<file path="src/rtl/base64_decoder_core_assert.svh">
// Assertion macros shared by the base64 decoder RTL.
// Expects clk and rst (synchronous, active high) in the including module.
`ifndef BASE64_DECODER_CORE_ASSERT_SVH
`define BASE64_DECODER_CORE_ASSERT_SVH
`ifndef NO_ASSERTIONS
// Antecedent implies consequent in the same cycle.
`define B64D_ASSERT_SAME(label, ante, cons) \
  label: assert property (@(posedge clk) disable iff (rst) (ante) |-> (cons)) \
    else $error("b64d assertion failed");
// Antecedent implies consequent in the next cycle.
`define B64D_ASSERT_NEXT(label, ante, cons) \
  label: assert property (@(posedge clk) disable iff (rst) (ante) |=> (cons)) \
    else $error("b64d assertion failed");
`else
`define B64D_ASSERT_SAME(label, ante, cons)
`define B64D_ASSERT_NEXT(label, ante, cons)
`endif
`endif

</file>
<file path="src/rtl/b64d_pkg.sv">
// Shared types, status codes and character classification for the
// base64 decoder. No dependencies.
package b64d_pkg;

  localparam logic [7:0] PAD_CHAR = 8'h3D;

  typedef enum logic [1:0] {
    ST_OK      = 2'd0,
    ST_INVALID = 2'd1,
    ST_NO_PAD  = 2'd2
  } status_t;

  // One classified character as it travels from front to back.
  typedef struct packed {
    logic [5:0] sextet;
    logic       bad;
    logic       pad;
    logic       last;
  } item_t;

  // Map a raw character onto its alphabet value; anything else is bad.
  function automatic item_t classify(input logic [7:0] ch, input logic last);
    item_t it;
    it.sextet = 6'd0;
    it.bad    = 1'b0;
    it.pad    = (ch == PAD_CHAR);
    it.last   = last;
    if (ch >= 8'h41 && ch <= 8'h5A) begin
      it.sextet = 6'(ch - 8'h41);
    end else if (ch >= 8'h61 && ch <= 8'h7A) begin
      it.sextet = 6'(ch - 8'h61 + 8'd26);
    end else if (ch >= 8'h30 && ch <= 8'h39) begin
      it.sextet = 6'(ch - 8'h30 + 8'd52);
    end else if (ch == 8'h2B) begin
      it.sextet = 6'd62;
    end else if (ch == 8'h2F) begin
      it.sextet = 6'd63;
    end else begin
      it.bad = 1'b1;
    end
    return it;
  endfunction

endpackage

</file>
<file path="src/rtl/base64_decoder_core.sv">
// Top level of the base64 character-stream decoder.
// Instantiates b64d_front, b64d_queue and b64d_back; uses b64d_pkg.
//
// Usage: the input channel (in_valid / in_stall) carries one Base64
// character per request in symbol, with end_of_text set on the final
// character of a text. The output channel (out_valid / out_stall) returns
// exactly one result per character: byte_valid with data_byte when the
// character completes a decoded byte, status (ok, invalid character seen,
// missing padding at end) and end_of_data copied from end_of_text.
// Throughput is one character per cycle while the receiver does not stall.
// A result passes through the classify register of the front stage and an
// entry of the queue before it lands in the decode register.
// Reset (rst, synchronous) empties the front register, the queue and the
// result register and returns the group state to its start.
// When the receiver stalls, the result register holds; the queue keeps
// filling, and in_stall rises only once the queue and front are both full.
module base64_decoder_core #(
  parameter int QUEUE_DEPTH = 4  // queue entries, two or more
) (
  input  logic       clk,
  input  logic       rst,
  input  logic       in_valid,
  output logic       in_stall,
  input  logic [7:0] symbol,
  input  logic       end_of_text,
  output logic       out_valid,
  input  logic       out_stall,
  output logic       byte_valid,
  output logic [7:0] data_byte,
  output logic [1:0] status,
  output logic       end_of_data
);

  // Front to queue.
  logic            push_valid;
  logic            push_stall;
  b64d_pkg::item_t push_item;
  // Queue to back.
  logic            head_valid;
  logic            head_stall;
  b64d_pkg::item_t head_item;

  // Classify each character and hold it for the queue.
  b64d_front u_front (
    .clk         (clk),
    .rst         (rst),
    .in_valid    (in_valid),
    .in_stall    (in_stall),
    .symbol      (symbol),
    .end_of_text (end_of_text),
    .push_valid  (push_valid),
    .push_stall  (push_stall),
    .push_item   (push_item)
  );

  // Decouple the front from output back-pressure.
  b64d_queue #(
    .DEPTH (QUEUE_DEPTH)
  ) u_queue (
    .clk        (clk),
    .rst        (rst),
    .push_valid (push_valid),
    .push_stall (push_stall),
    .push_item  (push_item),
    .pop_valid  (head_valid),
    .pop_stall  (head_stall),
    .pop_item   (head_item)
  );

  // Advance the group state and splice sextets into bytes.
  b64d_back u_back (
    .clk         (clk),
    .rst         (rst),
    .head_valid  (head_valid),
    .head_stall  (head_stall),
    .head_item   (head_item),
    .out_valid   (out_valid),
    .out_stall   (out_stall),
    .byte_valid  (byte_valid),
    .data_byte   (data_byte),
    .status      (status),
    .end_of_data (end_of_data)
  );

endmodule

</file>
<file path="src/rtl/b64d_front.sv">
// Input stage: takes a character a cycle unless stalled, classifies it
// and holds it until the queue takes it. Depends on b64d_pkg.
module b64d_front (
  input  logic            clk,
  input  logic            rst,
  input  logic            in_valid,
  output logic            in_stall,
  input  logic [7:0]      symbol,
  input  logic            end_of_text,
  output logic            push_valid,
  input  logic            push_stall,
  output b64d_pkg::item_t push_item
);

  logic            front_valid;
  logic            front_valid_next;
  b64d_pkg::item_t front_item;
  logic            accept;

  assign in_stall   = front_valid && push_stall;
  assign accept     = in_valid && !in_stall;
  assign push_valid = front_valid;
  assign push_item  = front_item;

  always_comb begin
    front_valid_next = front_valid;
    if (accept) begin
      front_valid_next = 1'b1;
    end else if (front_valid && !push_stall) begin
      front_valid_next = 1'b0;
    end
  end

  always_ff @(posedge clk) begin
    if (rst) begin
      front_valid <= 1'b0;
    end else begin
      front_valid <= front_valid_next;
    end
  end

  always_ff @(posedge clk) begin
    if (accept) begin
      front_item <= b64d_pkg::classify(symbol, end_of_text);
    end
  end

endmodule

</file>
<file path="src/rtl/b64d_queue.sv">
// Short queue of classified characters between front and back stages.
// Depends on b64d_pkg and base64_decoder_core_assert.svh.
`include "base64_decoder_core_assert.svh"
module b64d_queue #(
  parameter int DEPTH = 4
) (
  input  logic            clk,
  input  logic            rst,
  input  logic            push_valid,
  output logic            push_stall,
  input  b64d_pkg::item_t push_item,
  output logic            pop_valid,
  input  logic            pop_stall,
  output b64d_pkg::item_t pop_item
);

  localparam int PTR_W = $clog2(DEPTH);
  localparam int CNT_W = $clog2(DEPTH + 1);

  b64d_pkg::item_t  mem [DEPTH];
  logic [PTR_W-1:0] wr_ptr;
  logic [PTR_W-1:0] rd_ptr;
  logic [CNT_W-1:0] count;
  logic [PTR_W-1:0] wr_ptr_next;
  logic [PTR_W-1:0] rd_ptr_next;
  logic [CNT_W-1:0] count_next;
  logic             push_fire;
  logic             pop_fire;

  assign push_stall = (count == CNT_W'(DEPTH));
  assign pop_valid  = (count != '0);
  assign pop_item   = mem[rd_ptr];
  assign push_fire  = push_valid && !push_stall;
  assign pop_fire   = pop_valid && !pop_stall;

  always_comb begin
    wr_ptr_next = wr_ptr;
    rd_ptr_next = rd_ptr;
    count_next  = count;
    if (push_fire) begin
      wr_ptr_next = (wr_ptr == PTR_W'(DEPTH - 1)) ? '0 : wr_ptr + 1'b1;
    end
    if (pop_fire) begin
      rd_ptr_next = (rd_ptr == PTR_W'(DEPTH - 1)) ? '0 : rd_ptr + 1'b1;
    end
    case ({push_fire, pop_fire})
      2'b10:   count_next = count + 1'b1;
      2'b01:   count_next = count - 1'b1;
      default: count_next = count;
    endcase
  end

  always_ff @(posedge clk) begin
    if (rst) begin
      wr_ptr <= '0;
      rd_ptr <= '0;
      count  <= '0;
    end else begin
      wr_ptr <= wr_ptr_next;
      rd_ptr <= rd_ptr_next;
      count  <= count_next;
    end
  end

  always_ff @(posedge clk) begin
    if (push_fire) begin
      mem[wr_ptr] <= push_item;
    end
  end

  `B64D_ASSERT_SAME(a_count_bound, 1'b1, count <= CNT_W'(DEPTH))
  `B64D_ASSERT_NEXT(a_wr_rd_gap, push_fire && !pop_fire && count == CNT_W'(DEPTH - 1),
                    wr_ptr == rd_ptr)

endmodule

</file>
<file path="src/rtl/b64d_back.sv">
// Decode stage: keeps group position, previous sextet and error flag,
// splices sextets into bytes and holds the result register.
// Depends on b64d_pkg and base64_decoder_core_assert.svh.
`include "base64_decoder_core_assert.svh"
module b64d_back (
  input  logic             clk,
  input  logic             rst,
  input  logic             head_valid,
  output logic             head_stall,
  input  b64d_pkg::item_t  head_item,
  output logic             out_valid,
  input  logic             out_stall,
  output logic             byte_valid,
  output logic [7:0]       data_byte,
  output logic [1:0]       status,
  output logic             end_of_data
);

  logic              pos_next_valid;
  logic [1:0]        pos;
  logic [5:0]        prev_sextet;
  logic              prev_bad;
  logic              error_seen;
  logic              pop_fire;
  logic              out_valid_next;
  logic              combine;
  logic              err_next;
  logic              emit;
  logic [1:0]        pos_inc;
  logic [7:0]        byte_next;
  b64d_pkg::status_t status_next;
  b64d_pkg::status_t out_status;

  assign head_stall = out_valid && out_stall;
  assign pop_fire   = head_valid && !head_stall;
  assign status     = out_status;

  always_comb begin
    combine  = (pos != 2'd0) && !head_item.pad && !error_seen;
    err_next = error_seen || (combine && (prev_bad || head_item.bad));
    emit     = combine && !prev_bad && !head_item.bad;
    pos_inc  = pos + 2'd1;
    pos_next_valid = (pos_inc != 2'd0);
    unique case (pos)
      2'd1:    byte_next = {prev_sextet, head_item.sextet[5:4]};
      2'd2:    byte_next = {prev_sextet[3:0], head_item.sextet[5:2]};
      2'd3:    byte_next = {prev_sextet[1:0], head_item.sextet};
      default: byte_next = 8'd0;
    endcase
    if (!emit) begin
      byte_next = 8'd0;
    end
    if (err_next) begin
      status_next = b64d_pkg::ST_INVALID;
    end else if (head_item.last && pos_next_valid) begin
      status_next = b64d_pkg::ST_NO_PAD;
    end else begin
      status_next = b64d_pkg::ST_OK;
    end
    out_valid_next = out_valid;
    if (pop_fire) begin
      out_valid_next = 1'b1;
    end else if (out_valid && !out_stall) begin
      out_valid_next = 1'b0;
    end
  end

  // Group state; the last character returns it to reset.
  always_ff @(posedge clk) begin
    if (rst) begin
      pos        <= 2'd0;
      prev_bad   <= 1'b1;
      error_seen <= 1'b0;
      out_valid  <= 1'b0;
    end else begin
      out_valid <= out_valid_next;
      if (pop_fire) begin
        if (head_item.last) begin
          pos        <= 2'd0;
          prev_bad   <= 1'b1;
          error_seen <= 1'b0;
        end else begin
          pos        <= pos_inc;
          prev_bad   <= head_item.bad;
          error_seen <= err_next;
        end
      end
    end
  end

  always_ff @(posedge clk) begin
    if (pop_fire) begin
      prev_sextet <= head_item.sextet;
      byte_valid  <= emit;
      data_byte   <= byte_next;
      out_status  <= status_next;
      end_of_data <= head_item.last;
    end
  end

  `B64D_ASSERT_NEXT(a_last_clears, pop_fire && head_item.last,
                    pos == 2'd0 && !error_seen)
  `B64D_ASSERT_SAME(a_byte_ok, out_valid && byte_valid,
                    out_status != b64d_pkg::ST_INVALID)

endmodule

</file>
<file path="config.mk">
export PLATFORM = sky130hd
export DESIGN_NAME = base64_decoder_core
export DESIGN_NICKNAME = d
export VERILOG_FILES = /design/src/rtl/b64d_pkg.sv /design/src/rtl/base64_decoder_core.sv /design/src/rtl/b64d_front.sv /design/src/rtl/b64d_queue.sv /design/src/rtl/b64d_back.sv
export VERILOG_INCLUDE_DIRS = /design/src /design/src/rtl
export SDC_FILE = /design/constraint.sdc
export NUM_CORES = 1
export LEC_CHECK = 0
export BUFFER_PORTS_ARGS = -buffer_cell sky130_fd_sc_hd__clkbuf_2
export CAP_MARGIN = 0
export CELL_PAD_IN_SITES_DETAIL_PLACEMENT = 0
export CELL_PAD_IN_SITES_GLOBAL_PLACEMENT = 1
export CORE_MARGIN = 2
export CORE_UTILIZATION = 30
export CTS_CLUSTER_SIZE = 10
export DETAILED_ROUTE_END_ITERATION = 6
export PLACE_DENSITY_LB_ADDON = 0.1
export SYNTH_ARGS = -nofsm -noshare
export SYNTH_HDL_FRONTEND = slang
export SYNTH_SLANG_ARGS = --single-unit
</file>
<file path="constraint.sdc">
create_clock -name clk -period 3.4 [get_ports clk]
set_input_delay 0.17 -clock clk [delete_from_list [all_inputs] [get_ports clk]]
set_output_delay 0.17 -clock clk [all_outputs]
set_load 0.02 [all_outputs]
</file>
* Word level (Yosys, flattened, before mapping)
Memory sizes are Yosys's and may differ from the RTL's. A register that Yosys moved wholly into a read port is not among the register bits. Cells that the tools add are included.
Cells by class: equality and inequality tests 11, $lt $le $gt $ge 6, add/sub/neg operators 10, mux-type cells 22, reductions and logical operators 32
Operator list (count):
- $mux W6 | 5
- $eq A8 B6 Y1 const B | 3
- $pmux W8 S3 | 1
- $ge A8 B7 Y1 const B | 2
- $le A8 B7 Y1 const B | 2
- $logic_and A1 B1 Y1 | 15
- $mux W2 | 6
- $sub A6 B6 Y6 const B | 2
- $eq A2 B2 Y1 const B | 5
- $reduce_bool A2 Y1 | 5
- $mux W1 | 9
- $ge A8 B6 Y1 const B | 1
- $le A8 B6 Y1 const B | 1
- $logic_not A1 Y1 | 8
- $add A2 B1 Y2 const B | 3
- $add A6 B5 Y6 const B | 1
- $add A6 B6 Y6 const B | 1
- $pmux W3 S2 | 1
- $sub A6 B1 Y6 const B | 1
- $eq A2 B1 Y1 const B | 2
- $reduce_or A4 Y1 | 1
- $add A3 B1 Y3 const B | 1
- $eq A3 B3 Y1 const B | 1
- $reduce_bool A3 Y1 | 1
- 2 further kinds | 3
Storage, ports and cells: register bits after elaboration 40, bits of input ports 13, logic and storage cells 99, RAM bits 36, memories kept 1, output and inout port bits 14
Memories:
- u_queue.mem | depth 4, width 9, rd ports 1, clocked after Yosys merged registers in 1, wr ports 1, line b64d_queue.sv:20 | b64d_pkg::item_t mem [DEPTH];

* Depth between registers and ports, before layout
Gate-level depths: netlist of run 1.
word-level depth 6, depth in mapped cells 10, gate-level depth less buffers 10

* By module
From an unflattened synthesis of run 1, not the netlist that was laid out.
Second synthesis, totals: cell total of the unflattened synthesis 268, area total of the unflattened synthesis 3683.5 sq um
Modules (own cells, without submodules):
- b64d_queue | sequential area each 1261.2 sq um, area an instance 1793.0 sq um, cells each 102, instances 1
- b64d_back | sequential area each 640.6 sq um, area an instance 994.7 sq um, cells each 73, instances 1
- b64d_front | sequential area each 290.3 sq um, area an instance 895.9 sq um, cells each 93, instances 1

* Least setup slack after synthesis of run 1
OpenSTA, ideal clock, no wires.
kind flip-flop to flip-flop, start reg u_back.out_valid, end reg u_queue.count[2], buffers on the path 0, required time 3.329 ns, arrival 2.591 ns, stages on the path, launching flop included 8, setup time 0.071 ns, slack 0.739 ns, clock period less this slack 2.661 ns, cells stage by stage dfxtp_1 > a21oi_2 > ha_1 > inv_1 > fa_1 > xor2_1 > or3_1 > a21oi_1
Between the ends: longest elaborated chain between the ends 5, elaborated cells on any way between the ends 7, those cells by class 2 x eq/ne; 1 x mux; 4 x reduce/logical
RTL lines:
- start, declared | line b64d_back.sv:11 | output logic out_valid,
- start signal, assigned | line b64d_back.sv:76 | out_valid <= out_valid_next;
- $logic_and A1 B1 Y1 (*) | line b64d_back.sv:34 | assign head_stall = out_valid && out_stall;
- $logic_not A1 Y1 (*) | line b64d_queue.sv:34 | assign pop_fire = pop_valid && !pop_stall;
- $logic_and A1 B1 Y1 (*) | line b64d_queue.sv:34
- $eq A2 B1 Y1 / $eq A2 B2 Y1 (equally long branches) | line b64d_queue.sv:46 | case ({push_fire, pop_fire})
- $pmux W3 S2 / $reduce_bool A2 Y1 (equally long branches)
- end signal, assigned | line b64d_queue.sv:61 | count <= count_next;
- end, declared | line b64d_queue.sv:23 | logic [CNT_W-1:0] count;
Mark *: on every way between the ends. The rest lies on a longest branch, timed or not. A chain may end at the register's enable or synchronous reset.

* Worst setup path after layout of run 1
start reg u_queue.count[0], end reg u_queue.count[2]
Between the ends: longest elaborated chain between the ends 5, elaborated cells on any way between the ends 11, those cells by class 2 x add/sub; 3 x eq/ne; 1 x mux; 5 x reduce/logical
RTL lines:
- $eq A3 B3 Y1 | line b64d_queue.sv:30 | assign push_stall = (count == CNT_W'(DEPTH));
- $logic_not A1 Y1 | line b64d_queue.sv:33 | assign push_fire = push_valid && !push_stall;
- $logic_and A1 B1 Y1 | line b64d_queue.sv:33
- $eq A2 B1 Y1 / $eq A2 B2 Y1 (equally long branches) | line b64d_queue.sv:46
- $pmux W3 S2 / $reduce_bool A2 Y1 (equally long branches)
Parallel ways exist; a longest one is shown, timed or not.

==> reports/qor.json, run 1 <==
{
  "ys_dominant_reg_cell": {"value": "edfxtp_1"},
  "holdCritPathClass": {"value": "input pin to flop"},
  "mostFrequentLayoutCells": {"value": "edfxtp_1, clkbuf_2, nor2_1, ha_1"},
  "cts_tree": {"value": "yes"},
  "total_clock_buffers_created_by_cts": {"value": 9},
  "synthesized_instance_count": {"value": 253},
  "total_wire_length": {"value": 6.31, "unit": "mm"},
  "worstHoldStart": {"value": "end_of_text"},
  "hold_violations": {"value": 0},
  "synth-simple-area-share": {"value": 0.0935},
  "criticalPathCategory": {"value": "flop to flop"},
  "power-per-cell-area": {"value": 751, "unit": "nW/um^2"},
  "worst_ir_drop_vdd": {"value": 0.248, "unit": "mV"},
  "postSynthNetCount": {"value": 288},
  "chipHeight": {"value": 113, "unit": "microns"},
  "critical_path_peak_fanout": {"value": 5},
  "synth_top_area_frac": {"value": 0.528},
  "setup_tns": {"value": 0, "unit": "ps"},
  "via_count": {"value": 2038},
  "grt_pass1_vias": {"value": 2094},
  "post_synth_fa_ha_maj_area_fraction": {"value": 0.0789},
  "cpMostUsedCell": {"value": "inv_1"},
  "cts_root_buf": {"value": "clkbuf_16"},
  "initial_antenna_violation_count": {"value": 0},
  "ys_async_rst_share": {"value": 0},
  "area_growth": {"value": 16.9, "unit": "%"},
  "critical_path.cell_chain": {"value": "nor2_1 > nand2_1 > and2_1 > inv_1 > ha_1 > inv_1 > fa_1 > xor2_1 > or3_1 > a21oi_1"},
  "drt.antenna.violating_nets": {"value": 0},
  "globalRouteOverflowTotal": {"value": 0},
  "globalplace.congestion": {"value": 0.747},
  "holdWs": {"value": 16.6, "unit": "ps"},
  "critical_path.reg2reg.startpoint": {"value": "u_queue.count[0]"},
  "power.static_leakage": {"value": 1.57, "unit": "nW"},
  "cts_resized": {"value": 0},
  "final_layout_size_suffix_gt1_frac": {"value": 0.184},
  "fmax": {"value": 457, "unit": "MHz"},
  "worstSkewPairLatency": {"value": 330, "unit": "ps"},
  "n_fill_cell": {"value": 1109},
  "yosys.area.top_type": {"value": "edfxtp_1"},
  "antenna_cells": {"value": 0},
  "cts_post_setup_buffers_inserted": {"value": 0},
  "synth_top_family_by_area": {"value": "compound AO/OA/AOI/OAI gates"},
  "numPortBuffers": {"value": 26},
  "cts_hold_buffers": {"value": 0},
  "detail_route.vias_per_cell": {"value": 4.73},
  "final_net_count": {"value": 318},
  "dieArea": {"value": 12800, "unit": "sq um"},
  "timing.clock.skew": {"value": 11.9, "unit": "ps"},
  "first_iter_violations": {"value": 124},
  "outcome": {"value": "completed"},
  "timing.critical_path.max_delay_family": {"value": "simple AND/OR/NAND/NOR gates"},
  "die_w": {"value": 113, "unit": "microns"},
  "startpoint_class": {"value": "flop"},
  "synthesis.area": {"value": 3580, "unit": "sq um"},
  "cap_violations": {"value": 0},
  "critical_path.endpoint_type": {"value": "flop"},
  "clock_input_transition_at_the_sequential_cells_of_the_worst_setup_and_hold_paths": {"value": 60, "unit": "ps"},
  "synth-compound-area-share": {"value": 0.0949},
  "yosys.area_share.xor_xnor": {"value": 0.0171},
  "placementRows": {"value": 39},
  "grt_setup_unrepaired": {"value": "no"},
  "yosysSeqAreaShare": {"value": 0.612},
  "drt_pass1_iterations": {"value": 4},
  "critical-path-max-stage-delay": {"value": 370, "unit": "ps"},
  "final_min_period_over_clock_period": {"value": 0.643},
  "grt_start_max_net_pins": {"value": 27},
  "cts_max_path_buffers": {"value": 2},
  "muxShareOfSynthArea": {"value": 0.0743},
  "synthTopCellsByArea": {"value": "edfxtp_1, dfxtp_1, ha_1, mux4_1, nor2_1"},
  "transition_at_the_pin_with_the_smallest_max_transition_slack": {"value": 803, "unit": "ps"},
  "final_setup_fails": {"value": 0},
  "post-route-min-period": {"value": 2190, "unit": "ps"},
  "synth_enable_flop_cells": {"value": 63},
  "cts_sinks": {"value": 78},
  "critPathBufInv": {"value": 2},
  "worst_slew_margin_rel": {"value": 0.464},
  "post-route-drc-count": {"value": 0},
  "grt_pass1_wl": {"value": 10.7, "unit": "mm"},
  "num_io_pins": {"value": 27},
  "critical_path.startpoint": {"value": "u_queue.count[0]"},
  "ys_warn_count": {"value": 0},
  "htreeDepth": {"value": 3},
  "timing_max_transition_violations_final": {"value": 0},
  "cp_data_arrival_time": {"value": 2450, "unit": "ps"},
  "detail_route.wl_per_cell": {"value": 14.6, "unit": "microns"},
  "start_util": {"value": 0.311},
  "synth-seq-cells": {"value": 78},
  "worst-endpoint-required": {"value": 3670, "unit": "ps"},
  "global_route.usage.total": {"value": 0.110},
  "hpwl": {"value": 4.45, "unit": "mm"},
  "crit_slowest_cell": {"value": "fa_1"},
  "worst-r2r-setup-slack": {"value": 1210, "unit": "ps"},
  "mostFrequentLayoutCell": {"value": "edfxtp_1"},
  "synth_area_per_cell": {"value": 14.2, "unit": "sq um"},
  "core_area": {"value": 11500, "unit": "sq um"},
  "synth.lib_cells_used.distinct": {"value": 52}
}
[cell usage after synthesis, types with 2 or more instances]
master / number
o21ai_0: 6
a222oi_1: 8
o211ai_1: 2
nand3_1: 3
o211a_1: 3
nor2b_1: 5
and3_1: 5
clkbuf_1: 2
ha_1: 21
buf_6: 2
buf_1: 3
xor2_1: 3
or3_1: 2
a21boi_0: 2
a21oi_1: 10
nand2_1: 10
nor2_1: 24
nor2_2: 3
edfxtp_1: 63
dfxtp_1: 15
inv_1: 15
nor3_1: 2
xnor2_1: 4
mux2i_1: 6
mux4_1: 7
[sequential cells by signal (all words and copies together) (netlist names), named ones only]
signal and flops:
u_back.byte_valid 1, u_back.data_byte 8, u_back.end_of_data 1, u_back.error_seen 1
u_back.out_valid 1, u_back.pos 2, u_back.prev_bad 1, u_back.prev_sextet 6
u_back.status 2, u_front.push_item 9, u_front.push_valid 1, u_queue.count 3
u_queue.mem 36, u_queue.rd_ptr 2, u_queue.wr_ptr 2
[worst register-to-register path, cell delays in order, from the launching register on]
cell and delay (ps):
dfxtp_1 340, nor2_1 140, nand2_1 110, and2_1 190
inv_1 120, ha_1 200, inv_1 60, fa_1 370
xor2_1 150, or3_1 310, a21oi_1 140
[metrics by stage]
stage	cells	power, mW	utilization	area (sq um)	setup slack [ps]
after floorplan	253	1.92	-	3580	739
after global placement	415	2.13	0.335	3850	1180
after detailed placement	415	2.13	0.335	3850	1230
after CTS	431	3.19	0.364	4190	1200
after global routing	431	3.33	0.364	4190	1040
final	431	3.14	0.364	4190	1210
[worst paths after layout]
path / to / depth (start not counted)
worst max-delay path: u_queue.count[2] / 10
worst min-delay path: u_front.push_item[0] / 1
worst max register to register: u_queue.count[2] / 10
worst min register to register: u_back.out_valid / 2
[layer usage]
layer  global-route usage  wire length, microns  up-vias
met3               0.0268                   184        6
met4               0.0602                   106        0
met2                0.180                  3130       40
met1                0.134                  2890      970
li1                     -                     -     1022
met5                    0                     0        -
[cell families after synthesis]
logic type | Yosys count
mux | 14
flops | 78
compound gates | 45
buf+inv | 24
xor+xnor | 7
fa+ha+maj | 22
simple gates | 63
[power breakdown]
part	leakage [nW]	internal, mW	switching (mW)
clock	0.165	0.687	0.359
combinational	0.684	0.283	0.420
sequential	0.717	1.28	0.120
total	1.57	2.25	0.899
[cell type report]
type                       instances  area, sq um  share of cell area
sequential                        78         2190               0.523
inverter                          16         60.1              0.0143
clock buffer                      11          254              0.0606
multi-input combinational        151         1290               0.307
clock inverter                     5         80.1              0.0191
timing repair buffer              27          138              0.0329
tap                              143          179              0.0427
(Power assumes the default switching activity.)
==> run 2: changes to the inputs <==
ABC_AREA = 1   (was not set)
clock period = 2 ns   (was 3.4 ns; I/O delays follow)
==> run 2 against run 1 <==
Wire length is 30% higher; clock power rose by 50%; combinational power grew to 3.0 times the previous value; register-to-register slack got worse by 1000 ps; via count rose by 35%; non-clock buffer count up 6; critical path type unchanged; critical endpoint unchanged; largest power group unchanged.
==> reports/qor.json, run 2 <==
{
  "num_io_pins": {"value": 27, "change": "unchanged"},
  "r2r.worst_path.cells": {"value": 10, "change": "unchanged"},
  "dieArea": {"value": 14400, "unit": "sq um", "change": "+12%"},
  "yosysMostFrequentCell": {"value": "nand2_1"},
  "worst_slew_margin_rel": {"value": 0.436, "change": "-0.0271"},
  "power-per-cell-area": {"value": 1300, "unit": "nW/um^2", "change": "+74%"},
  "synthesis.area": {"value": 4040, "unit": "sq um", "change": "+13%"},
  "drt.antenna.violating_nets": {"value": 0, "change": "unchanged"},
  "final_critical_path_setup_slack": {"value": 189, "unit": "ps", "change": "-1020 ps"},
  "timing.critical_path.max_delay_family": {"value": "adder cells"},
  "final_net_count": {"value": 496, "change": "+56%"},
  "holdPathStages": {"value": 2, "change": "+1"},
  "post-route-cell-area": {"value": 4710, "unit": "sq um", "change": "+12%"},
  "drt_pass1_iterations": {"value": 5, "change": "+1"},
  "timing.clock.skew": {"value": 6.77, "unit": "ps", "change": "-5.10 ps"},
  "dp_worst_setup_slack": {"value": 14.7, "unit": "ps", "change": "-1210 ps"},
  "cp_data_arrival_time": {"value": 2030, "unit": "ps", "change": "-420 ps"},
  "cts_root_buf": {"value": "clkbuf_16"},
  "crit_slowest_cell": {"value": "dfxtp_1"},
  "antenna_cells": {"value": 0, "change": "unchanged"},
  "critPathBufInv": {"value": 1, "change": "-1"},
  "transition_at_the_pin_with_the_smallest_max_transition_slack": {"value": 842, "unit": "ps", "change": "+39.2 ps"},
  "synth_enable_flop_cells": {"value": 63, "change": "unchanged"},
  "startpoint_class": {"value": "flop"},
  "globalRouteOverflowTotal": {"value": 0, "change": "unchanged"},
  "global_route.usage.total": {"value": 0.123, "change": "+0.0132"},
  "synth.lib_cells_used.distinct": {"value": 34, "change": "-35%"},
  "yosysSeqAreaShare": {"value": 0.543, "change": "-0.0688"},
  "grt_start_max_net_pins": {"value": 24, "change": "-11%"},
  "synthTopCellsByArea": {"value": "edfxtp_1, nand2_1, dfxtp_1, ha_1, nand3_1"},
  "outcome": {"value": "completed"},
  "worst-endpoint-required": {"value": 2220, "unit": "ps", "change": "-1450 ps"},
  "detail_route.wl_per_cell": {"value": 12.8, "unit": "microns", "change": "-13%"},
  "die_w": {"value": 120, "unit": "microns", "change": "+5.9%"},
  "total_wire_length": {"value": 8.21, "unit": "mm", "change": "+30%"},
  "yosys.area.top_type": {"value": "edfxtp_1"},
  "cts_post_setup_buffers_inserted": {"value": 0, "change": "unchanged"},
  "regMostFlops": {"value": "u_queue.mem"},
  "critical_path.cell_chain": {"value": "nor2_4 > nand2_1 > nand2_4 > ha_2 > inv_1 > fa_2 > a21oi_1 > o21ai_1 > o21ai_1 > a21oi_1"},
  "synth_area_per_cell": {"value": 9.53, "unit": "sq um", "change": "-33%"},
  "cts_sinks": {"value": 78, "change": "unchanged"},
  "total_clock_buffers_created_by_cts": {"value": 9, "change": "unchanged"},
  "mostFrequentLayoutCells": {"value": "nand2_1, edfxtp_1, nand3_1, inv_1, nor2_1"},
  "criticalPathCategory": {"value": "flop to flop"},
  "grt_pass1_vias": {"value": 2754, "change": "+32%"},
  "critical_path.reg2reg.startpoint": {"value": "u_queue.count[0]"},
  "first_iter_violations": {"value": 126, "change": "+1.6%"},
  "detail_route.vias_per_cell": {"value": 4.30, "change": "-9.1%"},
  "holdCritPathClass": {"value": "input pin to flop"},
  "synthesized_instance_count": {"value": 424, "change": "+68%"},
  "final_min_period_over_clock_period": {"value": 0.905, "change": "+0.262"},
  "synth-seq-cells": {"value": 78, "change": "unchanged"},
  "final_layout_size_suffix_gt1_frac": {"value": 0.178, "change": "-0.00592"},
  "cap_violations": {"value": 0, "change": "unchanged"},
  "initial_antenna_violation_count": {"value": 0, "change": "unchanged"},
  "dp_area": {"value": 4390, "unit": "sq um", "change": "+14%"},
  "final_setup_fails": {"value": 0, "change": "unchanged"},
  "ys_warn_count": {"value": 0, "change": "unchanged"},
  "grt_pass1_wl": {"value": 13.8, "unit": "mm", "change": "+28%"},
  "postSynthNetCount": {"value": 459, "change": "+59%"},
  "critical_path.startpoint": {"value": "u_queue.count[0]"},
  "numPortBuffers": {"value": 26, "change": "unchanged"},
  "cp.depth": {"value": 10, "change": "unchanged"},
  "cts_tree": {"value": "yes"},
  "synth_commonest_cells": {"value": "nand2_1, edfxtp_1, nand3_1"},
  "hpwl": {"value": 6.21, "unit": "mm", "change": "+40%"},
  "core_area": {"value": 13200, "unit": "sq um", "change": "+15%"},
  "critical_path_peak_fanout": {"value": 9, "change": "+4"},
  "clock_input_transition_at_the_sequential_cells_of_the_worst_setup_and_hold_paths": {"value": 60, "unit": "ps", "change": "about the same"},
  "timing_max_transition_violations_final": {"value": 0, "change": "unchanged"},
  "ys_async_rst_share": {"value": 0, "change": "unchanged"},
  "post-route-min-period": {"value": 1810, "unit": "ps", "change": "-376 ps"},
  "fmax": {"value": 552, "unit": "MHz", "change": "+21%"},
  "post-route-drc-count": {"value": 0, "change": "unchanged"},
  "ys_dominant_reg_cell": {"value": "edfxtp_1"},
  "setup_tns": {"value": 0, "unit": "ps", "change": "unchanged"},
  "chipHeight": {"value": 120, "unit": "microns", "change": "+5.9%"},
  "mostFrequentLayoutCell": {"value": "nand2_1"},
  "number_of_flip_flops_under_the_largest_register_name": {"value": 36, "change": "unchanged"},
  "via_count": {"value": 2760, "change": "+35%"},
  "hold_violations": {"value": 0, "change": "unchanged"},
  "worstSkewPairLatency": {"value": 330, "unit": "ps", "change": "about the same"},
  "area_growth": {"value": 16.6, "unit": "%"},
  "grt_setup_unrepaired": {"value": "no"},
  "critical_path.endpoint_type": {"value": "flop"},
  "worst_ir_drop_vdd": {"value": 0.421, "unit": "mV", "change": "+70%"},
  "worstHoldStart": {"value": "rst"},
  "synth_top_area_frac": {"value": 0.468, "change": "-0.0593"},
  "cts_max_path_buffers": {"value": 2, "change": "unchanged"},
  "n_fill_cell": {"value": 1333, "change": "+20%"},
  "start_util": {"value": 0.306, "change": "-0.00507"},
  "critical-path-max-stage-delay": {"value": 350, "unit": "ps", "change": "-20 ps"},
  "htreeDepth": {"value": 3, "change": "unchanged"},
  "placementRows": {"value": 42, "change": "+7.7%"},
  "globalplace.congestion": {"value": 0.802, "change": "+7.3%"},
  "power.static_leakage": {"value": 2.04, "unit": "nW", "change": "+30%"}
}
-- run 2: cell types whose count changed in the layout (fill, tap and decap cells not counted), moves of 6 or more --
cell      before  now
nand2_1       10  103
nand3_1        3   52
inv_1         15   50
a222oi_1       8    0
mux4_1         7    0
nand2_2        0    7
nand3_2        0    7
mux2i_1        6    0
nor2_1        24   30
o21ai_0        6   12
-- run 2: layer usage --
metal,share of wire,global-route usage,vias to the layer above
met2,0.51,0.219,41
met1,0.45,0.145,1238
met3,0.028,0.0257,9
met4,0.014,0.0485,0
met5,0,0,-
li1,-,-,1472
-- run 2: stage by stage --
stage          hold WS [ps]   util  power, mW  instances
6_report               16.8  0.357       6.13        642
4_1_cts                12.2  0.356       6.22        642
3_3_place_gp            283  0.333       4.59        625
3_5_place_dp            287  0.333       4.61        625
2_1_floorplan           169      -       4.07        424
5_1_grt                15.0  0.357       6.63        642
-- run 2: logic make-up after synthesis --
logic type	count (synthesis)	share of synthesized area
adder cells (fa/ha/maj)	22	0.0700
XOR/XNOR	5	0.0108
AO/OA/AOI/OAI	34	0.0474
AND/OR/NAND/NOR	221	0.257
buffers and inverters	64	0.0716
flip-flops	78	0.543
-- run 2: cell type report --
class,instances,area [sq um],area share
Clock buffer,12,268,0.0569
Clock inverter,4,27.5,0.00585
Inverter,57,226,0.0481
Multi-Input combinational cell,282,1590,0.337
Sequential cell,78,2200,0.466
Tap cell,176,220,0.0468
Timing Repair Buffer,33,185,0.0393
-- run 2: path summary, 6_finish.rpt --
kind,slack (ps),endpoint
min,20,u_front.push_valid
max reg2reg,190,u_queue.count[2]
max,190,u_queue.count[2]
min reg2reg,490,u_back.prev_bad
-- run 2: report_power, final --
group,internal (mW),switching [mW]
combinational,0.680,1.40
clock,0.952,0.632
sequential,2.25,0.220
-- run 2: what timing repair did --
action	4_1_cts	5_1_grt
endpoints found under the hold margin	1	0
endpoints found under the setup margin	0	1
resized for setup	0	3
hold buffers	1	0
-- run 2: worst reg2reg max path: stages (launching register included) --
cell	delay, ps
dfxtp_1	350
nor2_4	160
nand2_1	120
nand2_4	120
ha_2	170
inv_1	70
fa_2	350
a21oi_1	120
o21ai_1	90
o21ai_1	120
a21oi_1	50
==> run 3: changes to the inputs <==
SYNTH_HIERARCHICAL = 1   (was not set)
==> run 3 against run 2 <==
Power is 1.1% higher; critical endpoint is now u_queue/count[2]; die area grew 3.6%; register-to-register slack gained 50 ps; wire length is 3.3% higher; clock power is 3% higher; non-clock buffer count is 4 higher; core utilization decreased by 0.59 points; setup slack better by 51 ps; sequential share of layout area down 1.3 points; sequential power about the same; clock-buffer cell count is 2 lower; combinational power barely moved.
==> reports/qor.json, run 3 <==
{
  "outcome": {"value": "completed"},
  "synth_enable_flop_cells": {"value": 63, "change": "unchanged"},
  "drt.antenna.violating_nets": {"value": 0, "change": "unchanged"},
  "cts_post_setup_buffers_inserted": {"value": 0, "change": "unchanged"},
  "final_net_count": {"value": 494, "change": "-0.40%"},
  "die_w": {"value": 122, "unit": "microns", "change": "+1.8%"},
  "timing.critical_path.max_delay_family": {"value": "adder cells"},
  "worstReg2RegEnd": {"value": "u_queue/count[2]"},
  "first_iter_violations": {"value": 161, "change": "+28%"},
  "holdPathStages": {"value": 2, "change": "unchanged"},
  "mostFrequentLayoutCells": {"value": "nand2_1, edfxtp_1, nand3_1, nor2_1, inv_1"},
  "critical_path_peak_fanout": {"value": 6, "change": "-3"},
  "muxShareOfSynthArea": {"value": 0, "change": "unchanged"},
  "synth-compound-area-share": {"value": 0.0660, "change": "+0.0186"},
  "cap_violations": {"value": 0, "change": "unchanged"},
  "ys_dominant_reg_cell": {"value": "edfxtp_1"},
  "postSynthNetCount": {"value": 455, "change": "-0.87%"},
  "grt_pass1_vias": {"value": 2808, "change": "+2.0%"},
  "cts_tree": {"value": "yes"},
  "initial_antenna_violation_count": {"value": 0, "change": "unchanged"},
  "crit_path_end": {"value": "u_queue/count[2]"},
  "r2r.worst_path.cells": {"value": 13, "change": "+3"},
  "startpoint_class": {"value": "flop"},
  "critPathBufInv": {"value": 5, "change": "+4"},
  "dieArea": {"value": 14900, "unit": "sq um", "change": "+3.6%"},
  "grt_pass1_wl": {"value": 14.3, "unit": "mm", "change": "+4.3%"},
  "regMostFlops": {"value": "u_queue/mem"},
  "timing.clock.skew": {"value": 5.44, "unit": "ps", "change": "-1.32 ps"},
  "drt_pass1_iterations": {"value": 4, "change": "-1"},
  "synth_area_per_cell": {"value": 9.97, "unit": "sq um", "change": "+4.7%"},
  "grt_start_max_net_pins": {"value": 20, "change": "-17%"},
  "synth_top_area_frac": {"value": 0.452, "change": "-0.0168"},
  "cts_max_path_buffers": {"value": 2, "change": "unchanged"},
  "cts_hold_buffers": {"value": 2, "change": "+1"},
  "dr_wl_met2": {"value": 4.29, "unit": "mm", "change": "+3.1%"},
  "htreeDepth": {"value": 3, "change": "unchanged"},
  "crit_slowest_cell": {"value": "dfxtp_1"},
  "worst_slew_margin_rel": {"value": 0.749, "change": "+0.313"},
  "grt_setup_unrepaired": {"value": "no"},
  "cpMostUsedCell": {"value": "inv_1"},
  "timing_max_transition_violations_final": {"value": 0, "change": "unchanged"},
  "synthesis.area": {"value": 4190, "unit": "sq um", "change": "+3.7%"},
  "synthTopCellsByArea": {"value": "edfxtp_1, nand2_1, dfxtp_1, ha_1, nand3_1"},
  "start_util": {"value": 0.304, "change": "-0.00206"},
  "cp_data_arrival_time": {"value": 2000, "unit": "ps", "change": "-30 ps"},
  "total_clock_buffers_created_by_cts": {"value": 9, "change": "unchanged"},
  "yosys.area_share.xor_xnor": {"value": 0.0105, "change": "-0.000389"},
  "via_count": {"value": 2883, "change": "+4.5%"},
  "numPortBuffers": {"value": 26, "change": "unchanged"},
  "power-per-cell-area": {"value": 1280, "unit": "nW/um^2", "change": "-1.5%"},
  "synth-simple-area-share": {"value": 0.264, "change": "+0.00690"},
  "critical_path.endpoint_type": {"value": "flop"},
  "post-route-drc-count": {"value": 0, "change": "unchanged"},
  "holdCritPathClass": {"value": "input pin to flop"},
  "power.static_leakage": {"value": 1.95, "unit": "nW", "change": "-4.3%"},
  "total_wire_length": {"value": 8.48, "unit": "mm", "change": "+3.3%"},
  "synth-seq-cells": {"value": 78, "change": "unchanged"},
  "antenna_cells": {"value": 0, "change": "unchanged"},
  "num_io_pins": {"value": 27, "change": "unchanged"},
  "number_of_flip_flops_under_the_largest_register_name": {"value": 36, "change": "unchanged"},
  "worstSkewPairLatency": {"value": 340, "unit": "ps", "change": "about the same"},
  "worst-r2r-setup-slack": {"value": 240, "unit": "ps", "change": "+50 ps"},
  "critical_path.reg2reg.startpoint": {"value": "u_queue/count[2]"},
  "area_growth": {"value": 15.4, "unit": "%"},
  "final_setup_fails": {"value": 0, "change": "unchanged"},
  "critical_path.startpoint": {"value": "u_queue/count[2]"},
  "worst_ir_drop_vdd": {"value": 0.446, "unit": "mV", "change": "+6.1%"},
  "final_layout_size_suffix_gt1_frac": {"value": 0.244, "change": "+0.0654"},
  "placementRows": {"value": 43, "change": "+2.4%"},
  "worst-endpoint-required": {"value": 2240, "unit": "ps", "change": "+20 ps"},
  "detail_route.vias_per_cell": {"value": 4.48, "change": "+4.1%"},
  "ys_warn_count": {"value": 6, "change": "+6"},
  "synth_commonest_cells": {"value": "nand2_1, edfxtp_1, nand3_1, nor2_1, inv_1"},
  "top_layer": {"value": "met4"},
  "setup_tns": {"value": 0, "unit": "ps", "change": "unchanged"},
  "post_synth_fa_ha_maj_area_fraction": {"value": 0.0675, "change": "-0.00251"},
  "clock_input_transition_at_the_sequential_cells_of_the_worst_setup_and_hold_paths": {"value": 60, "unit": "ps", "change": "about the same"},
  "n_fill_cell": {"value": 1442, "change": "+8.2%"},
  "fmax": {"value": 568, "unit": "MHz", "change": "+2.9%"},
  "cts_sinks": {"value": 78, "change": "unchanged"},
  "yosys.area.top_type": {"value": "edfxtp_1"},
  "synth_top_family_by_area": {"value": "simple AND/OR/NAND/NOR gates"},
  "final_min_period_over_clock_period": {"value": 0.880, "change": "-0.0257"},
  "cts_resized": {"value": 0, "change": "unchanged"},
  "mostFrequentLayoutCell": {"value": "nand2_1"},
  "hold_violations": {"value": 0, "change": "unchanged"},
  "cts_root_buf": {"value": "clkbuf_16"},
  "globalRouteOverflowTotal": {"value": 0, "change": "unchanged"},
  "criticalPathCategory": {"value": "flop to flop"},
  "cp.depth": {"value": 13, "change": "+3"},
  "synthesized_instance_count": {"value": 420, "change": "-0.94%"},
  "hpwl": {"value": 6.25, "unit": "mm", "change": "+0.69%"},
  "totalPowerFinal": {"value": 6.20, "unit": "mW", "change": "+1.1%"},
  "transition_at_the_pin_with_the_smallest_max_transition_slack": {"value": 376, "unit": "ps", "change": "-467 ps"},
  "post-route-min-period": {"value": 1760, "unit": "ps", "change": "-51.4 ps"},
  "yosysMostFrequentCell": {"value": "nand2_1"},
  "wl_met3": {"value": 233, "unit": "microns", "change": "+2.6%"},
  "critical_path.cell_chain": {"value": "inv_2 > nand2_4 > nand2_2 > inv_1 > ha_1 > inv_1 > fa_1 > inv_1 > nand2_1 > nand3_1 > nand2_1 > inv_1 > nor2_1"},
  "detail_route.wl_per_cell": {"value": 13.2, "unit": "microns", "change": "+3.0%"},
  "global_route.usage.total": {"value": 0.127, "change": "+0.00353"},
  "detailed_route_wire_length_on_metal_1": {"value": 3.72, "unit": "mm", "change": "+0.60%"},
  "critical-path-max-stage-delay": {"value": 400, "unit": "ps", "change": "+50 ps"},
  "yosysSeqAreaShare": {"value": 0.523, "change": "-0.0195"},
  "synth.lib_cells_used.distinct": {"value": 35, "change": "+2.9%"},
  "ys_async_rst_share": {"value": 0, "change": "unchanged"},
  "chipHeight": {"value": 122, "unit": "microns", "change": "+1.8%"},
  "globalplace.congestion": {"value": 0.798, "change": "-0.44%"},
  "core_area": {"value": 13800, "unit": "sq um", "change": "+4.4%"}
}
[run 3: where the power goes]
group | internal, mW | switching [mW]
sequential | 2.24 | 0.230
clock | 0.975 | 0.659
combinational | 0.703 | 1.40
[run 3: worst min-delay path by stage]
stage | from | end | slack, ps
finish | rst | u_back/pos[1] | 20
global route | rst | u_back/pos[1] | 10
CTS | rst | u_back/pos[1] | 2
detailed placement | end_of_text | u_front/push_item[0] | 300
global placement | end_of_text | u_front/push_item[0] | 300
floorplan | rst | u_back/out_valid | 170
[run 3: worst reg2reg max path, stage by stage, from the launching register on]
cell	delay, ps
dfxtp_1	400
inv_2	80
nand2_4	110
nand2_2	80
inv_1	60
ha_1	160
inv_1	70
fa_1	370
inv_1	60
nand2_1	60
nand3_1	70
nand2_1	50
inv_1	50
nor2_1	30
[run 3: kinds of logic after synthesis]
logic type	Yosys count
compound gates	41
xor+xnor	5
buf+inv	57
simple gates	217
flops	78
fa+ha+maj	22
[run 3: metal layers]
metal  track usage  up-vias
met2         0.223       46
met4        0.0726        0
met1         0.147     1323
met5             0        -
met3        0.0183       15
li1              -     1499
[run 3: final cells by class]
class / instances / area (sq um) / share of cell area
Inverter: 48 / 190 / 0.0393
Sequential cell: 78 / 2190 / 0.453
Multi-Input combinational cell: 285 / 1710 / 0.354
Clock inverter: 6 / 70.1 / 0.0145
Clock buffer: 10 / 229 / 0.0474
Tap cell: 180 / 225 / 0.0466
Timing Repair Buffer: 37 / 218 / 0.0450
[run 3: metrics by stage]
step                setup WS, ps  std cells   util  hold WS, ps  instance area, sq um
CTS                          225        644  0.351         2.27                  4830
finish                       241        644  0.351         15.3                  4830
floorplan                    312        420      -          169                  4190
detailed placement           241        626  0.328          302                  4520
global placement             288        626  0.328          301                  4520
global route                62.6        644  0.351         12.4                  4830
